===== src/hw/rtl/bde_pkg.sv =====
// shared types and codes for the bounded deque engine
`default_nettype none

package bde_pkg;

    // field widths fixed by the interface
    localparam int ModeW  = 4;
    localparam int ValueW = 32;
    localparam int CntW   = 7;
    localparam int KindW  = 3;

    // operation codes
    localparam logic [ModeW-1:0] MODE_PUSH_FRONT = 4'd0;
    localparam logic [ModeW-1:0] MODE_PUSH_BACK  = 4'd1;
    localparam logic [ModeW-1:0] MODE_POP_FRONT  = 4'd2;
    localparam logic [ModeW-1:0] MODE_POP_BACK   = 4'd3;
    localparam logic [ModeW-1:0] MODE_CLEAR      = 4'd4;
    localparam logic [ModeW-1:0] MODE_DELETE     = 4'd5;
    localparam logic [ModeW-1:0] MODE_READ_ALL   = 4'd6;
    localparam logic [ModeW-1:0] MODE_FIRST_N    = 4'd7;
    localparam logic [ModeW-1:0] MODE_LAST_N     = 4'd8;

    // result kinds
    localparam logic [KindW-1:0] KIND_ELEM  = 3'd0;
    localparam logic [KindW-1:0] KIND_EMPTY = 3'd1;
    localparam logic [KindW-1:0] KIND_DONE  = 3'd2;
    localparam logic [KindW-1:0] KIND_FULL  = 3'd3;
    localparam logic [KindW-1:0] KIND_NONE  = 3'd4;

    typedef enum logic [1:0] {
        S_IDLE,
        S_READ,
        S_DEL
    } t_state;

    // what every cell does with its neighbors this cycle
    typedef enum logic [1:0] {
        SH_HOLD,
        SH_LEFT,
        SH_RIGHT
    } t_shift;

    typedef struct packed {
        t_shift op;
        logic   wr_en;
    } t_cell_ctl;

endpackage

`default_nettype wire


===== src/hw/rtl/bde_cell.sv =====
// one storage cell of the deque ring
`default_nettype none

module bde_cell
    import bde_pkg::*;
#(
    parameter int WORD_WIDTH = 32,
    parameter int IDX_W      = 6,
    parameter int IDX        = 0
) (
    input  wire                   i_clk,
    input  wire t_cell_ctl        i_ctl,
    input  wire [IDX_W-1:0]       i_wr_idx,
    input  wire [WORD_WIDTH-1:0]  i_wr_data,
    input  wire [WORD_WIDTH-1:0]  i_from_left,
    input  wire [WORD_WIDTH-1:0]  i_from_right,
    output logic [WORD_WIDTH-1:0] o_word
);

    logic [WORD_WIDTH-1:0] r_word;
    logic [WORD_WIDTH-1:0] n_word;

    always_comb begin
        n_word = r_word;
        case (i_ctl.op)
            SH_LEFT:  n_word = i_from_right;
            SH_RIGHT: n_word = i_from_left;
            default:  n_word = r_word;
        endcase
        // a direct write wins over the shift
        if (i_ctl.wr_en && (i_wr_idx == IDX_W'(IDX))) begin
            n_word = i_wr_data;
        end
    end

    always_ff @(posedge i_clk) begin
        r_word <= n_word;
    end

    assign o_word = r_word;

endmodule

`default_nettype wire


===== src/hw/rtl/bounded_deque_engine_top.sv =====
// top level of the bounded deque engine: cell ring, sequencer and result register
// push, pop and clear: one transaction per cycle while the output register is free, status result registered
// delete value: one ring shift per entry, then the status; no new request is taken until it is out
// reads: the ring rotates once and elements come from one tap
// results stall the sequencer only while the output register is held by the consumer
// synchronous active-low reset empties the deque; stored words stay undefined until written
`default_nettype none

module bounded_deque_engine_top
    import bde_pkg::*;
#(
    parameter int DEPTH      = 64,
    parameter int WORD_WIDTH = 32
) (
    input  wire                i_clk,
    input  wire                i_rst_n,
    // request channel
    input  wire                i_in_valid,
    output logic               o_in_ready,
    input  wire [ModeW-1:0]    i_mode,
    input  wire [ValueW-1:0]   i_value,
    input  wire [CntW-1:0]     i_count,
    // result channel
    output logic               o_out_valid,
    input  wire                i_out_ready,
    output logic [ValueW-1:0]  o_out_value,
    output logic [KindW-1:0]   o_kind,
    output logic [CntW-1:0]    o_removed,
    output logic               o_last
);

    localparam int IW = $clog2(DEPTH);
    localparam int CW = $clog2(DEPTH + 1);

    // cell ring: cell 0 holds the front element whenever the sequencer is idle
    logic [WORD_WIDTH-1:0] w_cell [DEPTH];
    t_cell_ctl             w_ctl;
    logic [IW-1:0]         w_wr_idx;
    logic [WORD_WIDTH-1:0] w_wr_data;

    genvar gi;
    generate
        for (gi = 0; gi < DEPTH; gi++) begin : g_cell
            bde_cell #(
                .WORD_WIDTH (WORD_WIDTH),
                .IDX_W      (IW),
                .IDX        (gi)
            ) u_cell (
                .i_clk        (i_clk),
                .i_ctl        (w_ctl),
                .i_wr_idx     (w_wr_idx),
                .i_wr_data    (w_wr_data),
                .i_from_left  (w_cell[(gi + DEPTH - 1) % DEPTH]),
                .i_from_right (w_cell[(gi + 1) % DEPTH]),
                .o_word       (w_cell[gi])
            );
        end
    endgenerate

    // control state
    t_state                r_state, n_state;
    logic [CW-1:0]         r_occ, n_occ;
    logic [CW-1:0]         r_step, n_step;     // ring steps done in the current walk
    logic [CW-1:0]         r_n, n_n;           // elements to give in a read
    logic [CW-1:0]         r_kept, n_kept;     // entries kept by delete
    logic [IW-1:0]         r_wptr, n_wptr;     // where delete puts the next kept entry
    logic [IW-1:0]         r_tap, n_tap;       // read tap in the ring
    logic                  r_back, n_back;     // last-n walks toward the front
    logic [WORD_WIDTH-1:0] r_val, n_val;       // delete key

    // result register
    logic                  r_out_valid, n_out_valid;
    logic [ValueW-1:0]     r_out_value, n_out_value;
    logic [KindW-1:0]      r_out_kind, n_out_kind;
    logic [CntW-1:0]       r_out_removed, n_out_removed;
    logic                  r_out_last, n_out_last;

    logic                  w_can_load;
    logic                  w_in_acc;
    logic [WORD_WIDTH-1:0] w_in_word;
    logic [63:0]           w_in_ext;
    logic [CW-1:0]         w_occ_m1;
    logic                  w_full;
    logic                  w_empty;
    logic [CW-1:0]         w_rd_n;
    logic [WORD_WIDTH-1:0] w_tap_word;
    logic [ValueW-1:0]     w_tap_value;
    logic [WORD_WIDTH-1:0] w_head;
    logic                  w_keep;
    logic                  w_read_last_rot;
    logic                  w_read_emit;
    logic                  w_del_done;
    logic [CW-1:0]         w_removed;

    // output slot is free when empty or being taken this cycle
    assign w_can_load = !r_out_valid || i_out_ready;
    assign o_in_ready = (r_state == S_IDLE) && w_can_load;
    assign w_in_acc   = i_in_valid && o_in_ready;

    // input word sign-extended and then cut to the stored width
    assign w_in_ext  = {{32{i_value[ValueW-1]}}, i_value};
    assign w_in_word = w_in_ext[WORD_WIDTH-1:0];

    assign w_occ_m1 = r_occ - CW'(1);
    assign w_full   = (r_occ == CW'(DEPTH));
    assign w_empty  = (r_occ == '0);

    // read length: count cut to the held elements
    always_comb begin
        w_rd_n = r_occ;
        if (i_mode == MODE_FIRST_N || i_mode == MODE_LAST_N) begin
            if (i_count < CntW'(r_occ)) begin
                w_rd_n = CW'(i_count);
            end
        end
    end

    // stored word sign-extended and given in 32 bits
    assign w_tap_word = w_cell[r_tap];
    always_comb begin
        logic [WORD_WIDTH+63:0] ext;
        ext         = {{64{w_tap_word[WORD_WIDTH-1]}}, w_tap_word};
        w_tap_value = ext[ValueW-1:0];
    end

    assign w_head          = w_cell[0];
    assign w_keep          = (w_head != r_val);
    assign w_read_last_rot = (r_step == CW'(DEPTH - 1));
    assign w_read_emit     = (r_step < r_n);
    assign w_del_done      = (r_step == r_occ);
    assign w_removed       = r_occ - r_kept;

    // next state
    always_comb begin
        n_state = r_state;
        case (r_state)
            S_IDLE: begin
                if (w_in_acc) begin
                    if (i_mode == MODE_DELETE) begin
                        n_state = S_DEL;
                    end else if ((i_mode == MODE_READ_ALL || i_mode == MODE_FIRST_N ||
                                  i_mode == MODE_LAST_N) && (w_rd_n != '0)) begin
                        n_state = S_READ;
                    end
                end
            end
            S_READ: begin
                if ((w_can_load || !w_read_emit) && w_read_last_rot) begin
                    n_state = S_IDLE;
                end
            end
            S_DEL: begin
                if (w_del_done && w_can_load) begin
                    n_state = S_IDLE;
                end
            end
            default: n_state = S_IDLE;
        endcase
    end

    // datapath and outputs
    always_comb begin
        n_occ         = r_occ;
        n_step        = r_step;
        n_n           = r_n;
        n_kept        = r_kept;
        n_wptr        = r_wptr;
        n_tap         = r_tap;
        n_back        = r_back;
        n_val         = r_val;
        n_out_valid   = r_out_valid && !i_out_ready;
        n_out_value   = r_out_value;
        n_out_kind    = r_out_kind;
        n_out_removed = r_out_removed;
        n_out_last    = r_out_last;
        w_ctl.op      = SH_HOLD;
        w_ctl.wr_en   = 1'b0;
        w_wr_idx      = '0;
        w_wr_data     = w_in_word;

        case (r_state)
            S_IDLE: begin
                if (w_in_acc) begin
                    // status by default; reads and delete override below
                    n_out_value   = '0;
                    n_out_removed = '0;
                    n_out_last    = 1'b1;
                    n_out_kind    = KIND_DONE;
                    n_out_valid   = 1'b1;
                    case (i_mode)
                        MODE_PUSH_FRONT: begin
                            if (w_full) begin
                                n_out_kind = KIND_FULL;
                            end else begin
                                w_ctl.op    = SH_RIGHT;
                                w_ctl.wr_en = 1'b1;
                                w_wr_idx    = '0;
                                n_occ       = r_occ + CW'(1);
                            end
                        end
                        MODE_PUSH_BACK: begin
                            if (w_full) begin
                                n_out_kind = KIND_FULL;
                            end else begin
                                w_ctl.wr_en = 1'b1;
                                w_wr_idx    = r_occ[IW-1:0];
                                n_occ       = r_occ + CW'(1);
                            end
                        end
                        MODE_POP_FRONT: begin
                            if (w_empty) begin
                                n_out_kind = KIND_NONE;
                            end else begin
                                w_ctl.op = SH_LEFT;
                                n_occ    = w_occ_m1;
                            end
                        end
                        MODE_POP_BACK: begin
                            if (w_empty) begin
                                n_out_kind = KIND_NONE;
                            end else begin
                                n_occ = w_occ_m1;
                            end
                        end
                        MODE_CLEAR: begin
                            n_occ = '0;
                        end
                        MODE_DELETE: begin
                            n_out_valid = 1'b0;
                            n_step      = '0;
                            n_kept      = '0;
                            n_wptr      = w_occ_m1[IW-1:0];
                            n_val       = w_in_word;
                        end
                        MODE_READ_ALL, MODE_FIRST_N, MODE_LAST_N: begin
                            if (w_rd_n == '0) begin
                                n_out_kind = KIND_EMPTY;
                            end else begin
                                n_out_valid = 1'b0;
                                n_step      = '0;
                                n_n         = w_rd_n;
                                n_back      = (i_mode == MODE_LAST_N);
                                n_tap       = (i_mode == MODE_LAST_N) ? w_occ_m1[IW-1:0] : '0;
                            end
                        end
                        default: begin
                            // unused codes take the transaction and give nothing
                            n_out_valid = 1'b0;
                        end
                    endcase
                end
            end
            S_READ: begin
                // one ring rotation per step, DEPTH steps bring the ring home
                if (w_can_load || !w_read_emit) begin
                    w_ctl.op = r_back ? SH_RIGHT : SH_LEFT;
                    n_step   = r_step + CW'(1);
                    if (w_read_emit) begin
                        n_out_valid   = 1'b1;
                        n_out_value   = w_tap_value;
                        n_out_kind    = KIND_ELEM;
                        n_out_removed = '0;
                        n_out_last    = (r_step == r_n - CW'(1));
                    end
                end
            end
            S_DEL: begin
                if (!w_del_done) begin
                    // pull the front entry out and append it behind the kept run
                    w_ctl.op    = SH_LEFT;
                    w_ctl.wr_en = w_keep;
                    w_wr_idx    = r_wptr;
                    w_wr_data   = w_head;
                    n_step      = r_step + CW'(1);
                    if (w_keep) begin
                        n_kept = r_kept + CW'(1);
                    end else begin
                        n_wptr = r_wptr - IW'(1);
                    end
                end else if (w_can_load) begin
                    n_occ         = r_kept;
                    n_out_valid   = 1'b1;
                    n_out_value   = '0;
                    n_out_kind    = (w_removed != '0) ? KIND_DONE : KIND_NONE;
                    n_out_removed = CntW'(w_removed);
                    n_out_last    = 1'b1;
                end
            end
            default: begin
                n_out_valid = 1'b0;
            end
        endcase
    end

    always_ff @(posedge i_clk) begin
        if (!i_rst_n) begin
            r_state     <= S_IDLE;
            r_occ       <= '0;
            r_step      <= '0;
            r_n         <= '0;
            r_kept      <= '0;
            r_wptr      <= '0;
            r_tap       <= '0;
            r_back      <= 1'b0;
            r_out_valid <= 1'b0;
        end else begin
            r_state     <= n_state;
            r_occ       <= n_occ;
            r_step      <= n_step;
            r_n         <= n_n;
            r_kept      <= n_kept;
            r_wptr      <= n_wptr;
            r_tap       <= n_tap;
            r_back      <= n_back;
            r_out_valid <= n_out_valid;
        end
    end

    // payload registers
    always_ff @(posedge i_clk) begin
        r_val         <= n_val;
        r_out_value   <= n_out_value;
        r_out_kind    <= n_out_kind;
        r_out_removed <= n_out_removed;
        r_out_last    <= n_out_last;
    end

    assign o_out_valid = r_out_valid;
    assign o_out_value = r_out_value;
    assign o_kind      = r_out_kind;
    assign o_removed   = r_out_removed;
    assign o_last      = r_out_last;

    // occupancy never goes past the ring size
    a_occ_bound: assert property (@(posedge i_clk) disable iff (!i_rst_n)
        r_occ <= CW'(DEPTH))
        else $error("occupancy beyond depth");

    // delete never keeps more entries than it has walked
    a_del_kept: assert property (@(posedge i_clk) disable iff (!i_rst_n)
        (r_state == S_DEL) |-> (r_kept <= r_step && r_step <= r_occ))
        else $error("delete walk out of range");

    // an accepted push back with room grows the deque by one
    a_push_grow: assert property (@(posedge i_clk) disable iff (!i_rst_n)
        (w_in_acc && i_mode == MODE_PUSH_BACK && !w_full) |=>
            (r_occ == $past(r_occ) + CW'(1)))
        else $error("push back did not grow occupancy");

    // read elements only come out of the read walk
    a_elem_src: assert property (@(posedge i_clk) disable iff (!i_rst_n)
        ($rose(r_out_valid) && r_out_kind == KIND_ELEM) |-> ($past(r_state) == S_READ))
        else $error("element result outside a read");

endmodule

`default_nettype wire


===== config.mk =====
export PLATFORM = sky130hd
export DESIGN_NAME = bounded_deque_engine_top
export DESIGN_NICKNAME = d
export VERILOG_FILES = /design/src/hw/rtl/bde_pkg.sv /design/src/hw/rtl/bde_cell.sv /design/src/hw/rtl/bounded_deque_engine_top.sv
export SDC_FILE = /design/constraint.sdc
export NUM_CORES = 2
export LEC_CHECK = 0
export BUFFER_PORTS_ARGS = -buffer_cell sky130_fd_sc_hd__buf_4
export CORE_MARGIN = 2
export CORE_UTILIZATION = 52
export CTS_BUF_LIST = sky130_fd_sc_hd__clkbuf_8
export CTS_CLUSTER_DIAMETER = 40
export DETAILED_ROUTE_END_ITERATION = 8
export PLACE_DENSITY = 0.67
export SYNTH_ARGS = -nofsm -noshare
export SYNTH_HDL_FRONTEND = slang
export SYNTH_SLANG_ARGS = --single-unit

===== constraint.sdc =====
create_clock -name i_clk -period 6.3 [get_ports i_clk]
set_clock_uncertainty 0.1 [all_clocks]
set_input_delay 0.315 -clock i_clk [delete_from_list [all_inputs] [get_ports i_clk]]
set_output_delay 0.315 -clock i_clk [all_outputs]
set_load 0.005 [all_outputs]

# ---- Yosys cells after proc, flatten, opt, wreduce, memory -nomap -nowiden
# Cells that the tools add are included.
dict set report totals {
  reg_bits 2167
  out_inout_bits 45
  elab_cells 568
}
dict set report classes {
  add_sub_neg 7
  order_cmp 3
  n_eq_ne 97
  mux 218
  bitwise_logic 2
  reduce_logical 163
}
# cell count
set ops {}
lappend ops {{$pmux W32 S2} 64}
lappend ops {{$mux W32} 73}
lappend ops {{$reduce_bool A3 Y1} 65}
lappend ops {{$bmux W32 S6} 1}
lappend ops {{$eq A6 B6 Y1 const B} 32}
lappend ops {{$mux W7} 20}
lappend ops {{$eq A6 B5 Y1 const B} 16}
lappend ops {{$pmux W32 S3} 1}
lappend ops {{$logic_and A1 B1 Y1} 70}
lappend ops {{$pmux W7 S3} 3}
lappend ops {{$mux W6} 9}
lappend ops {{$eq A6 B4 Y1 const B} 8}
lappend ops {{$pmux W7 S2} 3}
lappend ops {{$ne A32 B32 Y1} 1}
lappend ops {{$mux W3} 9}
lappend ops {{$eq A6 B3 Y1 const B} 4}
lappend ops {{$pmux W6 S2} 2}
lappend ops {{$add A7 B1 Y7 const B} 3}
lappend ops {{$ne A2 B2 Y1 const B} 10}
lappend ops {{$mux W2} 9}
lappend ops {{$pmux W3 S3} 2}
lappend ops {{$eq A4 B3 Y1 const B} 4}
lappend ops {{$eq A7 B7 Y1} 2}
lappend ops {{$logic_not A7 Y1} 2}
lappend ops {{40 further kinds} 77}

# ---- Longest topological paths before layout
dict set report logic_depth {
  word_depth 9
  ltp_mapped 16
  depth_no_buf 12
}

# ---- Cells and area by module
# Synthesis repeated with hierarchy kept, for this count alone.
dict set report hier_totals {
  cells_unflattened 8627
  hier_area_um2 148484.9
}
# module n_inst cells_per_inst area_each_um2 seq_area_each_um2
set by_module_without_submodules {}
lappend by_module_without_submodules {bounded_deque_engine_top 1 1649 22564.1 3133.0}
lappend by_module_without_submodules {{bde_cell at g_cell[21].u_cell ...} 10 109 1903.1 960.9}
lappend by_module_without_submodules {{bde_cell at g_cell[23].u_cell ...} 9 110 1903.1 960.9}
lappend by_module_without_submodules {{bde_cell at g_cell[20].u_cell ...} 9 109 1900.6 960.9}
lappend by_module_without_submodules {{bde_cell at g_cell[0].u_cell ...} 6 109 2043.2 960.9}
lappend by_module_without_submodules {{bde_cell at g_cell[17].u_cell ...} 6 109 2040.7 960.9}
lappend by_module_without_submodules {{bde_cell at g_cell[11].u_cell ...} 4 108 2055.7 960.9}
lappend by_module_without_submodules {{bde_cell at g_cell[55].u_cell ...} 4 110 1920.6 960.9}
lappend by_module_without_submodules {{bde_cell at g_cell[13].u_cell ...} 2 108 2067.0 960.9}
lappend by_module_without_submodules {{bde_cell at g_cell[1].u_cell ...} 2 109 2045.7 960.9}
lappend by_module_without_submodules {{bde_cell at g_cell[31].u_cell ...} 2 108 2042.0 960.9}
lappend by_module_without_submodules {{bde_cell at g_cell[16].u_cell ...} 2 109 2038.2 960.9}
lappend by_module_without_submodules {{bde_cell at g_cell[28].u_cell ...} 2 109 2035.7 960.9}
lappend by_module_without_submodules {{bde_cell at g_cell[52].u_cell ...} 2 109 1916.8 960.9}
lappend by_module_without_submodules {{4 more rows} -- -- -- --}

# ---- Worst setup path after synthesis
# Ideal clock, no wire load.
dict set report synth_timing {
  path_type {flip-flop to flip-flop}
  start {reg r_n[5]}
  end {reg r_out_kind[0] (netlist: o_kind[0]), enable pin}
  t_arrival_ns 4.667
  t_required_ns 5.694
  slack_ns 1.028
  stages_incl_launch_ff 9
  path_buffers 0
  period_less_slack_ns 5.272
  path_cell_list {dfxtp_1 > inv_1 > ha_1 > a21o_1 > a21oi_1 > nand2_1 > or2_2 > o21ai_0 > nor3b_1}
}
dict set report synth_between {
  elab_chain_len 5
  elab_cells_between_ends 6
  classes_between {order compare (1); eq/ne (2); reduce/logical (3)}
}
# item line_no
set synth_rtl {}
lappend synth_rtl {{start: declaration} bounded_deque_engine_top.sv:64} ;# logic [CW-1:0] r_n, n_n;
lappend synth_rtl {{start signal: assignment} bounded_deque_engine_top.sv:310} ;# r_n <= n_n;
lappend synth_rtl {{$lt A7 B7 Y1 *} bounded_deque_engine_top.sv:129} ;# assign w_read_emit = (r_step < r_n);
lappend synth_rtl {{$logic_not A1 Y1} bounded_deque_engine_top.sv:255} ;# if (w_can_load || !w_read_emit) begin
lappend synth_rtl {{$logic_or A1 B1 Y1} bounded_deque_engine_top.sv:255}
lappend synth_rtl {{$ne A2 B2 Y1 (no line)} --}
lappend synth_rtl {{$reduce_and A6 Y1 (no line) *} --}
lappend synth_rtl {{end signal: assignment} bounded_deque_engine_top.sv:323} ;# r_out_kind <= n_out_kind;
lappend synth_rtl {{end: declaration} bounded_deque_engine_top.sv:74} ;# logic [KindW-1:0] r_out_kind, n_out_kind;
# Mark *: on every way between the ends. The rest lies on a longest branch, timed or not.
# A chain may end at the register's enable or synchronous reset.

# ---- Worst setup path in the final report
dict set report layout_timing {
  start {reg r_occ[0]}
  end {reg g_cell[58].u_cell.r_word[29] (data pin)}
}
dict set report layout_between {
  elab_chain_len 8
  elab_cells_between_ends 25
  classes_between {eq/ne (5); mux (18); reduce/logical (2)}
}
# item line_no
set layout_rtl {}
lappend layout_rtl {{start: declaration} bounded_deque_engine_top.sv:62} ;# logic [CW-1:0] r_occ, n_occ;
lappend layout_rtl {{start signal: assignment} bounded_deque_engine_top.sv:308} ;# r_occ <= n_occ;
lappend layout_rtl {{$eq A7 B7 Y1 / $logic_not A7 Y1 (equally long branches)} {bounded_deque_engine_top.sv:105, bounded_deque_engine_top.sv:106}}
lappend layout_rtl {{$mux W3 (tied with other cells)} bounded_deque_engine_top.sv:192} ;# if (w_full) begin
lappend layout_rtl {{$pmux W2 S2 / $mux W6 (equally long branches)} --}
lappend layout_rtl {{$mux W3 / $mux W6 (equally long branches)} bounded_deque_engine_top.sv:183} ;# if (w_in_acc) begin
lappend layout_rtl {{$pmux W2 S3 / $pmux W6 S2 (equally long branches)} bounded_deque_engine_top.sv:181} ;# case (r_state)
lappend layout_rtl {{$eq A2 B2 Y1 (tied with other cells)} bde_cell.sv:25} ;# case (i_ctl.op)
lappend layout_rtl {{$pmux W32 S2 / $logic_and A1 B1 Y1 (equally long branches)} {bde_cell.sv:25, bde_cell.sv:31}}
lappend layout_rtl {{$mux W32 *} bde_cell.sv:31} ;# if (i_ctl.wr_en && (i_wr_idx == IDX_W'(IDX))) begin
lappend layout_rtl {{named net g_cell[58].u_cell.n_word[29]} bde_cell.sv:21} ;# logic [WORD_WIDTH-1:0] n_word;
lappend layout_rtl {{end signal: assignment} bde_cell.sv:37} ;# r_word <= n_word;
lappend layout_rtl {{end: declaration} bde_cell.sv:20} ;# logic [WORD_WIDTH-1:0] r_word;
# The timed path passes the listed nets; every way through them passes the cells marked *.

==> metrics.md <==
| Metric | Value |
|---|---|
| Minimum clock period after layout | 5.318 ns |
| GRT met3 Usage | 0.04455 |
| CP endpoint kind | flip-flop |
| Max Clk Rate | 0.1880 GHz |
| DIE HEIGHT | 504.3 um |
| Hold Crit Class | in2reg |
| Layout cells sized above 1 | 0.2051 |
| Max stage delay on crit path | 0.70 ns |
| CP Launch Type | flip-flop |
| Max_slew headroom | 0.1702 |
| Number of global-route vias before repair | 84970 |
| Unique masters post-synth | 84 |
| DR pass1 iterations | 7 |
| Endpoints failing hold | 0 |
| Via density | 6.718 |
| #FFs+latches synth | 2167 |
| # setup viols final | 0 |
| Initial antenna violation count | 11 |
| Hold Path Origin | i_count[1] |
| Tot Pwr | 34.66 mW |
| CTS Buffer Depth | 4 |
| RSZ-0062 raised after global routing | false |
| Crit Path Class | reg2reg |
| Sw Ratio | 0.2643 |
| Dpl hpwl | 283800 um |
| Logic pwr share | 0.090 |
| Top FF cell, synth | edfxtp_1 |
| Final non-filler cell total | 12320 |
| Met1 usage in global routing | 0.4242 |
| Lkg Pwr | 42.47 nW |
| H-tree depth | 5 |
| Switching power | 9.158 mW |
| Clk root buf | clkbuf_8 |
| Routed vias | 82740 |
| Fin util | 0.5790 |
| Post-route setup TNS | 0 ns |
| Cts bufs inserted | 440 |
| Clk slew on worst S/H paths | 0.06 ns |
| IO Count | 92 |
| DRT antenna net count | 0 |
| Flop2flop setup slack | 0.98 ns |
| Synth top area cells | edfxtp_1 49%, mux2i_1 32%, mux4_2 11% |
| TritonCTS clock tree | done |
| Leading area contributor after synthesis | edfxtp_1 |
| CP max-delay cell | dfxtp_1 |
| Met2 Usage GRT | 0.5397 |
| Status | finished clean |
| Iteration-0 DRC Markers | 8791 |
| Worst flop-to-flop path startpoint | r_occ[0]$_SDFFE_PN0P_ |
| Final #Nets | 8722 |
| Setup Buffers After CTS | 0 |
| Actual slew at the worst max-slew pin | 1.245 ns |
| Req. time, crit path | 6.96 ns |
| CTS Sinks | 2167 |
| Largest net degree at the start of global routing | 84 |
| Maximum vdd drop | 0.0002432 V |
| Register area share after synthesis | 0.4967 |
| Port buffer count | 91 |
| Commonest cells after routing, fill and taps aside | 4121 x mux2i_1, 2123 x edfxtp_1, 660 x mux4_2 |
| Yosys Warn Count | 0 |
| Top fanout value on the critical path | 27 |
| First-pass GRT wire length | 611800 um |
| Placer Congestion | 0.9293 |
| Cells after DPL | 11440 |
| Die area | 254300 um2 |
| Cells after Synth | 8564 |
| Clk pwr share | 0.407 |
| Tcrit/Tclk final | 0.8441 |
| CP arrival | 5.98 ns |
| Post-CTS sizing | 0 |
| Mapped Area | 130100 um2 |
| Sequential power share | 0.503 |
| Post-synth top area share | 0.4899 |
| Area grow syn2layout | 10.64% |
| Remaining DRCs | 0 |
| PwrDens | 240.7 nW/um2 |
| Asr flop ratio synth | 0 |
| Initial core utilization | 0.5233 |
| Post-synth EDFFs | 2123 |
| DRT Wirelength | 425300 um |
| Maxcap violations | 0 |
| P_int | 25.50 mW |
| Core Area | 248700 um2 |
| Cell Chain, Critical Path | clkinv_1, ha_1, nand4_1, nand3_1, or2_2, a21o_1, inv_1, ha_4, buf_12, buf_12, buf_4, mux2i_1, mux2i_1 |
| Worst setup path startpoint | r_occ[0]$_SDFFE_PN0P_ |
| Mean Syn Cell Area | 15.20 um2 |
| GR peak layer | met2 |
| Row count | 183 |
| Slew Limit Fails | 0 |
| GRT overflow | 0 |
| Worst-Skew Late Latency | 1.14 ns |
| Wirelength per Cell | 34.53 um |
| Commonest non-fill, non-tap cell in the layout | mux2i_1 |
| Die width | 504.3 um |
| Syn_nets | 8643 |
| GRT Util Overall | 0.3267 |
[logic make-up after synthesis]
family                   Yosys count  share of synthesized area
multiplexers                    4826                     0.4348
buffers and inverters            902                    0.03433
adder cells (fa/ha/maj)           32                   0.003134
XOR/XNOR                          61                   0.004105
flip-flops                      2167                     0.4967
AND/OR/NAND/NOR                  383                    0.01629
AO/OA/AOI/OAI                    193                    0.01070
[sequential cells by signal (all words and copies together), names as in the netlist]
register / count
r_state: 2
o_kind: 3
r_step: 7
r_occ: 7
o_out_valid: 1
r_n: 7
r_wptr: 6
r_val: 32
o_out_value: 32
r_tap: 6
g_cell.u_cell.o_word: 2048
r_kept: 7
o_removed: 7
r_back: 1
o_last: 1
[stage by stage]
stage / instance area, um2 / hold WS, ns / setup slack [ns]
6_report: 144000 / 0.1101 / 0.9820
5_1_grt: 144000 / 0.09398 / 0.8357
4_1_cts: 143900 / 0.02577 / 1.183
3_5_place_dp: 134800 / 0.4106 / 1.257
3_3_place_gp: 134800 / 0.3948 / 1.312
2_1_floorplan: 130100 / 0.3139 / 1.028
[cell usage after synthesis, types with 25 or more instances]
cell / n
ha_1: 31
buf_4: 96
mux2i_1: 4153
dfxtp_1: 44
xor2_1: 36
nand2b_1: 45
inv_1: 41
o21ai_0: 37
mux4_2: 660
nor2_1: 73
nand3_1: 26
buf_1: 33
buf_2: 133
xnor2_1: 25
clkbuf_1: 527
buf_6: 65
nand2_1: 79
a21oi_1: 38
edfxtp_1: 2123
and2_1: 38
[layout make-up]
| type | count | area (um2) |
|---|---|---|
| fill | 19440 | 104700 |
| sequential | 2167 | 64650 |
| multi-input combinational | 5495 | 62020 |
| clock buffer | 449 | 6180 |
| timing repair buffer | 497 | 4745 |
| tap | 3330 | 4167 |
| clock inverter | 324 | 2022 |
| inverter | 42 | 157.7 |
| antenna | 13 | 32.53 |
[per-layer routing]
layer	up-vias	part of all wire
met3	881	0.067
met2	3790	0.49
met4	4	0.055
met1	43690	0.39
li1	34370	-
met5	-	0.00011
[power groups by stage]
stage               clock (mW)  sequential [mW]  combinational (mW)
CTS                       14.3             17.4                3.09
global route              14.9             17.5                3.28
detailed placement           0             17.7                3.02
finish                    14.1             17.4                3.14
global placement             0             17.7                2.94
floorplan                    0             17.4                1.87
[path summary, 6_finish.rpt]
kind	depth (start not counted)	end
worst min-delay path	4	r_n[1]$_SDFFE_PN0P_
worst min register to register	2	r_kept[5]$_SDFFE_PN0P_
worst max-delay path	13	g_cell[58].u_cell.o_word[29]$_DFFE_PP_
worst max register to register	13	g_cell[58].u_cell.o_word[29]$_DFFE_PP_
[worst max-delay path: cells and delay by family (launching register included)]
family | cells | cell delay [ns]
flops | 1 | 0.70
compound gates | 1 | 0.23
fa+ha+maj | 2 | 1.00
buf+inv | 5 | 1.42
mux | 2 | 0.34
simple gates | 3 | 1.04
[timing repair]
item | CTS | global route
endpoints found under the hold margin | 1138 | 0
setup endpoints to repair | 0 | 0
hold buffers | 95 | 0
Power figures use the tool's default switching activity.
